## src/rtl/rdpc_pkg.sv

```systemverilog
// Package for the record disk port controller: item types, port and command
// codes, status bits and the buffer geometry. No dependencies.
package rdpc_pkg;

  localparam int RECORD_BYTES = 128;
  localparam int DRIVE_COUNT  = 16;
  localparam int RECORD_COUNT = 16384;

  localparam int IDX_W = $clog2(RECORD_BYTES);
  localparam int BI_W  = $clog2(RECORD_BYTES + 1);

  localparam logic [2:0] OP_PORT_READ  = 3'd0;
  localparam logic [2:0] OP_PORT_WRITE = 3'd1;
  localparam logic [2:0] OP_FILL       = 3'd2;
  localparam logic [2:0] OP_FETCH      = 3'd3;
  localparam logic [2:0] OP_DONE       = 3'd4;
  localparam logic [2:0] OP_IDLE_FLUSH = 3'd5;

  localparam logic [7:0] PORT_CMD    = 8'h10;
  localparam logic [7:0] PORT_DRIVE  = 8'h11;
  localparam logic [7:0] PORT_LBA_LO = 8'h12;
  localparam logic [7:0] PORT_LBA_HI = 8'h13;
  localparam logic [7:0] PORT_DATA   = 8'h14;

  localparam logic [7:0] CMD_CLEAR     = 8'd0;
  localparam logic [7:0] CMD_READ      = 8'd1;
  localparam logic [7:0] CMD_WR_NORMAL = 8'd2;
  localparam logic [7:0] CMD_WR_UNALLOC = 8'd4;
  localparam logic [7:0] CMD_FLUSH     = 8'd5;

  localparam logic [7:0] ST_READY = 8'h01;
  localparam logic [7:0] ST_DATA  = 8'h02;
  localparam logic [7:0] ST_ROOM  = 8'h04;
  localparam logic [7:0] ST_BUSY  = 8'h08;
  localparam logic [7:0] ST_ERROR = 8'h80;

  localparam logic [2:0] KIND_READ  = 3'd0;
  localparam logic [2:0] KIND_FLUSH = 3'd4;

  typedef struct packed {
    logic [2:0] op;
    logic [7:0] port;
    logic [7:0] value;
    logic [6:0] index;
    logic       backend_ok;
  } in_item_t;

  typedef struct packed {
    logic [7:0]  read_data;
    logic [7:0]  status_now;
    logic        request_valid;
    logic [2:0]  request_kind;
    logic [7:0]  request_drive;
    logic [15:0] request_lba;
    logic [7:0]  buffer_byte;
  } out_item_t;

  typedef struct packed {
    logic             we;
    logic [IDX_W-1:0] waddr;
    logic [7:0]       wdata;
    logic [IDX_W-1:0] raddr;
  } mem_cmd_t;

  typedef struct packed {
    out_item_t item;
    logic      rd_mem;
    logic      bb_mem;
  } stage_t;

endpackage

```

## src/rtl/rdpc_buffer.sv

```systemverilog
// Record buffer: single write port, one registered read port.
// Depends on rdpc_pkg.
module rdpc_buffer (
  input  logic              clk,
  input  rdpc_pkg::mem_cmd_t cmd,
  input  logic              rd_en,
  output logic [7:0]        rdata
);
  import rdpc_pkg::*;

  logic [7:0] mem [RECORD_BYTES];
  logic [7:0] rdata_r;

  always_ff @(posedge clk) begin
    if (cmd.we) begin
      mem[cmd.waddr] <= cmd.wdata;
    end
    if (rd_en) begin
      rdata_r <= mem[cmd.raddr];
    end
  end

  assign rdata = rdata_r;

endmodule

```

## src/rtl/rdpc_ctrl.sv

```systemverilog
// Port and command decoder with the controller's registers; drives the
// buffer access for each item. Depends on rdpc_pkg.
module rdpc_ctrl (
  input  logic               clk,
  input  logic               rst_n,
  input  logic               accept,
  input  rdpc_pkg::in_item_t item,
  output rdpc_pkg::mem_cmd_t mem_cmd,
  output rdpc_pkg::stage_t   stage
);
  import rdpc_pkg::*;

  localparam logic [BI_W-1:0] RB_BI  = BI_W'(RECORD_BYTES);
  localparam logic [7:0]      RB_IDX = 8'(RECORD_BYTES);

  logic [7:0]      status_r, status_nxt;
  logic            fatal_r, fatal_nxt;
  logic [7:0]      drive_r, drive_nxt;
  logic [15:0]     lba_r, lba_nxt;
  logic [7:0]      pdrive_r, pdrive_nxt;
  logic [15:0]     plba_r, plba_nxt;
  logic [2:0]      pkind_r, pkind_nxt;
  logic [BI_W-1:0] bi_r, bi_nxt;

  logic            busy, idx_ok, addr_ok, bi_room;
  logic            req_v;
  logic [2:0]      req_k;
  logic [7:0]      req_d;
  logic [15:0]     req_l;
  logic [7:0]      rd_val;
  logic            rd_mem, bb_mem, we;
  logic [IDX_W-1:0] waddr;

  assign busy    = status_r[3];
  assign idx_ok  = {1'b0, item.index} < RB_IDX;
  assign addr_ok = ({1'b0, drive_r} < 9'(DRIVE_COUNT)) && ({1'b0, lba_r} < 17'(RECORD_COUNT));
  assign bi_room = bi_r < RB_BI;

  always_comb begin
    status_nxt = status_r;
    fatal_nxt  = fatal_r;
    drive_nxt  = drive_r;
    lba_nxt    = lba_r;
    pdrive_nxt = pdrive_r;
    plba_nxt   = plba_r;
    pkind_nxt  = pkind_r;
    bi_nxt     = bi_r;
    req_v      = 1'b0;
    req_k      = KIND_READ;
    req_d      = 8'd0;
    req_l      = 16'd0;
    rd_val     = 8'd0;
    rd_mem     = 1'b0;
    bb_mem     = 1'b0;
    we         = 1'b0;
    waddr      = item.index[IDX_W-1:0];
    unique case (item.op)
      OP_PORT_READ: begin
        if (item.port == PORT_CMD) begin
          rd_val = status_r;
        end else if (item.port == PORT_DATA && status_r[1]) begin
          if (bi_room) begin
            rd_mem = 1'b1;
            bi_nxt = bi_r + 1'b1;
            if (bi_nxt >= RB_BI) begin
              status_nxt = ST_READY;
            end
          end else begin
            status_nxt = ST_READY;
          end
        end
      end
      OP_PORT_WRITE: begin
        if (item.port == PORT_CMD) begin
          if (!busy) begin
            if (item.value == CMD_CLEAR) begin
              bi_nxt     = '0;
              status_nxt = ST_READY | (fatal_r ? ST_ERROR : 8'h00);
            end else if (fatal_r) begin
              status_nxt = ST_READY | ST_ERROR;
            end else if (item.value == CMD_FLUSH) begin
              pkind_nxt  = KIND_FLUSH;
              pdrive_nxt = 8'd0;
              plba_nxt   = 16'd0;
              req_v      = 1'b1;
              req_k      = KIND_FLUSH;
              status_nxt = ST_BUSY;
            end else if (!addr_ok) begin
              status_nxt = ST_READY | ST_ERROR;
            end else begin
              bi_nxt = '0;
              if (item.value == CMD_READ) begin
                pkind_nxt  = KIND_READ;
                pdrive_nxt = drive_r;
                plba_nxt   = lba_r;
                req_v      = 1'b1;
                req_k      = KIND_READ;
                req_d      = drive_r;
                req_l      = lba_r;
                status_nxt = ST_BUSY;
              end else if (item.value >= CMD_WR_NORMAL && item.value <= CMD_WR_UNALLOC) begin
                pkind_nxt  = 3'(item.value - 8'd1);
                pdrive_nxt = drive_r;
                plba_nxt   = lba_r;
                status_nxt = ST_READY | ST_ROOM;
              end else begin
                status_nxt = ST_READY | ST_ERROR;
              end
            end
          end
        end else if (!busy) begin
          if (item.port == PORT_DRIVE) begin
            drive_nxt = item.value;
          end else if (item.port == PORT_LBA_LO) begin
            lba_nxt = {lba_r[15:8], item.value};
          end else if (item.port == PORT_LBA_HI) begin
            lba_nxt = {item.value, lba_r[7:0]};
          end else if (item.port == PORT_DATA && status_r[2]) begin
            if (bi_room) begin
              we     = 1'b1;
              waddr  = bi_r[IDX_W-1:0];
              bi_nxt = bi_r + 1'b1;
            end
            if (bi_nxt >= RB_BI) begin
              req_v      = 1'b1;
              req_k      = pkind_r;
              req_d      = pdrive_r;
              req_l      = plba_r;
              status_nxt = ST_BUSY;
            end
          end
        end
      end
      OP_FILL: begin
        if (busy && pkind_r == KIND_READ && idx_ok) begin
          we = 1'b1;
        end
      end
      OP_FETCH: begin
        bb_mem = idx_ok;
      end
      OP_DONE: begin
        if (busy) begin
          if (pkind_r == KIND_READ) begin
            bi_nxt     = '0;
            status_nxt = ST_READY | (item.backend_ok ? ST_DATA : ST_ERROR);
          end else begin
            if (!item.backend_ok) begin
              fatal_nxt = 1'b1;
            end
            status_nxt = ST_READY | (item.backend_ok ? 8'h00 : ST_ERROR);
          end
        end
      end
      OP_IDLE_FLUSH: begin
        if (!busy && !item.backend_ok) begin
          fatal_nxt  = 1'b1;
          status_nxt = ST_READY | ST_ERROR;
        end
      end
      default: begin
      end
    endcase
  end

  always_comb begin
    mem_cmd.we    = accept && we;
    mem_cmd.waddr = waddr;
    mem_cmd.wdata = item.value;
    mem_cmd.raddr = (item.op == OP_PORT_READ) ? bi_r[IDX_W-1:0] : item.index[IDX_W-1:0];
    stage.item.read_data     = rd_val;
    stage.item.status_now    = status_nxt;
    stage.item.request_valid = req_v;
    stage.item.request_kind  = req_k;
    stage.item.request_drive = req_d;
    stage.item.request_lba   = req_l;
    stage.item.buffer_byte   = 8'd0;
    stage.rd_mem             = rd_mem;
    stage.bb_mem             = bb_mem;
  end

  always_ff @(posedge clk) begin
    if (!rst_n) begin
      status_r <= ST_READY;
      fatal_r  <= 1'b0;
      drive_r  <= 8'd0;
      lba_r    <= 16'd0;
      pdrive_r <= 8'd0;
      plba_r   <= 16'd0;
      pkind_r  <= KIND_READ;
      bi_r     <= '0;
    end else if (accept) begin
      status_r <= status_nxt;
      fatal_r  <= fatal_nxt;
      drive_r  <= drive_nxt;
      lba_r    <= lba_nxt;
      pdrive_r <= pdrive_nxt;
      plba_r   <= plba_nxt;
      pkind_r  <= pkind_nxt;
      bi_r     <= bi_nxt;
    end
  end

endmodule

```

## src/rtl/rdpc_ostage.sv

```systemverilog
// Result stages: holds each item while the buffer read completes, merges the
// read byte and presents the item on the output register. Depends on rdpc_pkg.
module rdpc_ostage (
  input  logic                clk,
  input  logic                rst_n,
  input  logic                accept,
  input  rdpc_pkg::stage_t    stage,
  input  logic [7:0]          mem_rdata,
  output logic                in_ready,
  output logic                out_valid,
  input  logic                out_ready,
  output rdpc_pkg::out_item_t out_item
);
  import rdpc_pkg::*;

  stage_t    s1_r;
  logic      s1_valid_r, s1_valid_nxt;
  logic      out_valid_r, out_valid_nxt;
  out_item_t out_r, merged;
  logic      s1_move;

  assign in_ready = !s1_valid_r || !out_valid_r || out_ready;
  assign s1_move  = s1_valid_r && (!out_valid_r || out_ready);

  always_comb begin
    merged = s1_r.item;
    if (s1_r.rd_mem) begin
      merged.read_data = mem_rdata;
    end
    if (s1_r.bb_mem) begin
      merged.buffer_byte = mem_rdata;
    end
    s1_valid_nxt = accept ? 1'b1 : (s1_move ? 1'b0 : s1_valid_r);
    out_valid_nxt = s1_move ? 1'b1 : (out_ready ? 1'b0 : out_valid_r);
  end

  always_ff @(posedge clk) begin
    if (!rst_n) begin
      s1_valid_r  <= 1'b0;
      out_valid_r <= 1'b0;
    end else begin
      s1_valid_r  <= s1_valid_nxt;
      out_valid_r <= out_valid_nxt;
    end
  end

  always_ff @(posedge clk) begin
    if (accept) begin
      s1_r <= stage;
    end
    if (s1_move) begin
      out_r <= merged;
    end
  end

  assign out_valid = out_valid_r;
  assign out_item  = out_r;

endmodule

```

## src/rtl/record_disk_port_controller.sv

```systemverilog
// Top level of the record disk port controller.
// Depends on rdpc_pkg, rdpc_ctrl, rdpc_buffer and rdpc_ostage.
//
// Usage: every item on the in_ channel is either a CPU port access (read or
// write of the command/status, drive, LBA low/high or data port) or a
// backend event (buffer fill byte, buffer fetch, completion, idle flush).
// Each accepted item yields exactly one item on the out_ channel, carrying
// the port read byte, the status byte after the item, any backend request
// it raises and the buffer byte of a fetch.
// On acceptance the registers are updated, the 128-byte buffer memory is read
// and the item enters the stage register; the output register is then loaded
// with the read byte merged in once it is free, and out_valid rises with it.
// Throughput is one item per cycle while out_ready is high; the single read and
// single write port of the buffer carry all accesses of an item on acceptance.
// After reset the status reads ready only, all address registers are zero
// and the buffer contents are unknown until filled or written.
// When the receiver stalls, one item waits in the output register and a
// second in the stage behind it; in_ready then falls until out_ready returns.
module record_disk_port_controller (
  input  logic                clk,
  input  logic                rst_n,
  input  logic                in_valid,
  output logic                in_ready,
  input  rdpc_pkg::in_item_t  in_item,
  output logic                out_valid,
  input  logic                out_ready,
  output rdpc_pkg::out_item_t out_item
);
  import rdpc_pkg::*;

  logic     accept;
  mem_cmd_t mem_cmd;
  stage_t   stage;
  logic [7:0] mem_rdata;

  assign accept = in_valid && in_ready;

  rdpc_ctrl u_ctrl (
    .clk     (clk),
    .rst_n   (rst_n),
    .accept  (accept),
    .item    (in_item),
    .mem_cmd (mem_cmd),
    .stage   (stage)
  );

  rdpc_buffer u_buffer (
    .clk   (clk),
    .cmd   (mem_cmd),
    .rd_en (accept),
    .rdata (mem_rdata)
  );

  rdpc_ostage u_ostage (
    .clk       (clk),
    .rst_n     (rst_n),
    .accept    (accept),
    .stage     (stage),
    .mem_rdata (mem_rdata),
    .in_ready  (in_ready),
    .out_valid (out_valid),
    .out_ready (out_ready),
    .out_item  (out_item)
  );

  a_req_busy: assert property (@(posedge clk) disable iff (!rst_n)
    out_valid && out_item.request_valid |-> out_item.status_now[3])
    else $error("request issued without busy status");

  a_ready_xor_busy: assert property (@(posedge clk) disable iff (!rst_n)
    out_valid |-> (out_item.status_now[0] ^ out_item.status_now[3]))
    else $error("status must be exactly one of ready and busy");

  a_flush_target: assert property (@(posedge clk) disable iff (!rst_n)
    out_valid && out_item.request_kind == KIND_FLUSH |->
      out_item.request_drive == 8'd0 && out_item.request_lba == 16'd0)
    else $error("flush request carries a target");

  a_one_byte_src: assert property (@(posedge clk) disable iff (!rst_n)
    out_valid |-> (out_item.read_data == 8'd0 || out_item.buffer_byte == 8'd0))
    else $error("read byte and fetch byte both present");

endmodule

```

## config.mk

```make
export PLATFORM = sky130hd
export DESIGN_NAME = record_disk_port_controller
export DESIGN_NICKNAME = d
export VERILOG_FILES = /design/src/rtl/rdpc_pkg.sv /design/src/rtl/rdpc_buffer.sv /design/src/rtl/rdpc_ctrl.sv /design/src/rtl/rdpc_ostage.sv /design/src/rtl/record_disk_port_controller.sv
export SDC_FILE = /design/constraint.sdc
export NUM_CORES = 2
export LEC_CHECK = 0
export BUFFER_PORTS_ARGS = -buffer_cell sky130_fd_sc_hd__buf_2
export CORE_MARGIN = 2
export CORE_UTILIZATION = 40
export CTS_CLUSTER_SIZE = 40
export DETAILED_ROUTE_END_ITERATION = 12
export MAX_ROUTING_LAYER = met4
export PLACE_DENSITY = 0.56
export SETUP_SLACK_MARGIN = 0.05
export SYNTH_ARGS = -nofsm -noshare
export SYNTH_HDL_FRONTEND = slang
export SYNTH_HIERARCHICAL = 1
export SYNTH_SLANG_ARGS = --single-unit
```

## constraint.sdc

```tcl
create_clock -name clk -period 4.7 [get_ports clk]
set_clock_uncertainty 0.15 [all_clocks]
set_input_delay 0.235 -clock clk [delete_from_list [all_inputs] [get_ports clk]]
set_output_delay 0.235 -clock clk [all_outputs]
set_load 0.03 [all_outputs]
```

==> impl_metrics.env <==
export IMPL_path_cells="dlygate4sd3_1 -> buf_2 -> or4b_1 -> or2_2 -> nor3_1 -> nand4_1 -> mux2_2 -> nor2b_1 -> nand3_1 -> nor2_1 -> buf_4"
export IMPL_setup_tns_ns=0
export IMPL_track_usage_pct=19.1
export IMPL_worstReg2RegEnd="u_ctrl/drive_r[3]"
export IMPL_slew_headroom_pct=17.0
export IMPL_initial_utilization_pct=40.4
export IMPL_async_reset_ff_share_pct=0
export IMPL_min_to="u_ctrl/drive_r[2]"
export IMPL_power_density_nw_per_um2=414
export IMPL_crit_arrival_ns=4.58
export IMPL_ys_warnings_count=6
export IMPL_rr_worst_depth=11
export IMPL_ctsRootBufferMaster="clkbuf_16"
export IMPL_antenna_cells=0
export IMPL_r2r_start="u_ostage/out_valid"
export IMPL_drc=0
export IMPL_path_clk_slew_ns=0.06
export IMPL_syn_inst=2274
export IMPL_final_cells=4222
export IMPL_finalHoldViolCount=0
export IMPL_cap_viol_max_count=0
export IMPL_leakage_nw=17.7
export IMPL_grt_pass1_wl_um=164000
export IMPL_r2r_slack_ns=0.94
export IMPL_ys_flop_type="edfxtp_1"
export IMPL_crit_path_end_kind="register"
export IMPL_clock_latency_ns=0.71
export IMPL_synth_top_area_share_pct=72.6
export IMPL_antenna_found_initial=1
export IMPL_synth_common_cells="1,138 x edfxtp_1, 336 x mux4_2, 182 x nor2_1"
export IMPL_p_total_mw=22.8
export IMPL_yosysSeqAreaShare_pct=75.5
export IMPL_area_growth_pct=16.9
export IMPL_finalMaxSlewViolations=0
export IMPL_peakVddDrop_uv=276
export IMPL_min_period_ns=4.34
export IMPL_grt_pass1_vias=23344
export IMPL_rows=125
export IMPL_hpwl_um=70600
export IMPL_die_area_um2=120000
export IMPL_max_freq_mhz=231
export IMPL_avgSynthCellArea_um2=20.7
export IMPL_routed_wl_um=112000
export IMPL_ys_ff_latch=1208
export IMPL_htreeDepth=3
export IMPL_cts_tree="yes"
export IMPL_synth_area_um2=47100
export IMPL_cts_setup_buffers=0
export IMPL_drive_gt1_share_pct=32.5
export IMPL_synthTopCellsByArea="edfxtp_1 73%, mux4_2 16%, dfxtp_1 3.0%, nor2_1 1.5%, nand2_1 0.77%"
export IMPL_worstMarginPinSlew_ns=1.25
export IMPL_cp_max_fo=8
export IMPL_place_gp_congestion=0.869
export IMPL_hold_path_class="primary input to register"
export IMPL_status="completed"
export IMPL_firstDrtPassIters=7
export IMPL_cts_sinks=1208
export IMPL_rsz0062_at_grt="no"
export IMPL_fin_nets=2631
export IMPL_synthMostInstantiatedCell="edfxtp_1"
export IMPL_nFillCells=9465
export IMPL_vias=23385
export IMPL_setup_viol=0
export IMPL_ant_nets=0
export IMPL_synth_edf_count=1138
export IMPL_cp_slowest_cell="or4b_1"
export IMPL_die_w_um=347
export IMPL_grt_ovfl_total=0
export IMPL_io_pins=85
export IMPL_worst_ep_required_time_ns=4.95
export IMPL_io_buffers=84
export IMPL_yosys_area_top_type="edfxtp_1"
export IMPL_synthDistinctLibCells=60
export IMPL_finalCoreUtilization_pct=47.3
export IMPL_hp_start="in_item[20]"
export IMPL_min_period_over_period_pct=92.2
export IMPL_clockBufferDepth=3
export IMPL_cp_slowest_stage_delay_ns=0.66
export IMPL_min_path_cells=7
export IMPL_via_per_inst=5.54
export IMPL_grt_max_degree=109
export IMPL_die_h_um=347
export IMPL_place_inst=3971
export IMPL_crit_path_start_kind="primary input"
export IMPL_drtIter0Drc=2739
export IMPL_core_um2=117000
export IMPL_critical_path_class="primary input to register"
export IMPL_tritoncts_num_buffers=119
export IMPL_wl_per_cell_um=26.4
worst max-delay path, delay by kind of cell:
| family | cells | cell delay [ns] |
|---|---|---|
| mux | 1 | 0.52 |
| buf+inv | 3 | 0.90 |
| simple gates | 7 | 2.91 |
through the flow:
step	setup slack (ns)	hold WS, ns	instance area, um2
6_report	0.365	0.0921	55100
5_1_grt	0.226	0.0990	55100
4_1_cts	0.514	0.0180	55100
3_5_place_dp	0.361	0.255	50800
3_3_place_gp	0.435	0.252	50800
2_1_floorplan	0.0979	0.203	47100
sequential cells by signal, summed over array words and instances, names as in the netlist, 3 cells and up:
register           count
u_buffer/mem        1024
u_ostage/out_item     52
u_ostage/merged       36
u_ostage/s1_r         18
u_ctrl/lba_r          16
u_ctrl/plba_r         16
u_buffer/rdata         8
u_ctrl/bi_r            8
u_ctrl/drive_r         8
u_ctrl/pdrive_r        8
u_ctrl/status_r        8
u_ctrl/pkind_r         3
how the worst max path moves through the flow:
stage / startpoint / endpoint / cells after the start
after CTS: in_item[17] / u_buffer/mem[76][2] / 11
after global routing: in_item[17] / u_buffer/mem[76][2] / 11
after global placement: in_item[17] / u_buffer/mem[76][2] / 10
final: in_item[17] / u_buffer/mem[76][0] / 11
after floorplan: u_ostage/out_valid / u_buffer/mem[61][0] / 9
after detailed placement: in_item[17] / u_buffer/mem[112][6] / 11
layout make-up:
type / count / area (um2) / share of cell area [%]
Tap cell: 1524 / 1910 / 3.46
Multi-Input combinational cell: 924 / 10900 / 19.7
Sequential cell: 1208 / 35600 / 64.6
Inverter: 8 / 30.0 / 0.0545
Clock buffer: 138 / 3160 / 5.74
Timing Repair Buffer: 334 / 2700 / 4.90
Clock inverter: 86 / 817 / 1.48
cells in the final DEF (no fill, tap or decap), types with 25 or more instances in the layout:
cell / netlist / final
nor2_1: 182 / 182
clkinv_1: 1 / 29
buf_12: 0 / 25
a21oi_1: 47 / 47
buf_2: 21 / 76
clkinv_2: 0 / 25
dlygate4sd3_1: 0 / 27
nand3_1: 33 / 33
dfxtp_1: 70 / 70
clkbuf_16: 0 / 121
edfxtp_1: 1138 / 1138
mux4_2: 336 / 336
buf_4: 25 / 206
nand2_1: 96 / 92
cell families (layout without fill, tap and decap cells):
family / after synthesis / in the layout / synth area share [%]
DFF: 1208 / 1208 / 75.5
and+or+nand+nor: 427 / 427 / 4.17
muxes: 377 / 377 / 17.2
buffers and inverters: 149 / 566 / 1.51
AOI/OAI and AO/OA: 102 / 102 / 1.39
adders and majority gates: 5 / 5 / 0.133
xor gates and xnor gates: 5 / 5 / 0.0930
other: 1 / 8 / 0.00796
report_power, final:
group / internal (mW) / switching [mW]
clock network: 5.53 / 4.04
logic: 0.570 / 0.777
registers: 11.8 / 0.0345
per-layer routing:
layer | GRT usage [%] | vias to the layer above | wire, um
li1 | - | 9978 | -
met1 | 26.6 | 12461 | 48700
met2 | 29.6 | 812 | 53500
met3 | 2.85 | 134 | 7070
met4 | 4.67 | 0 | 2240
met5 | - | - | 0
what timing repair did:
item	4_1_cts	5_1_grt
gates resized for setup	0	0
hold buffers	27	0
endpoints found under the hold margin	312	0
(Power assumes the default switching activity.)
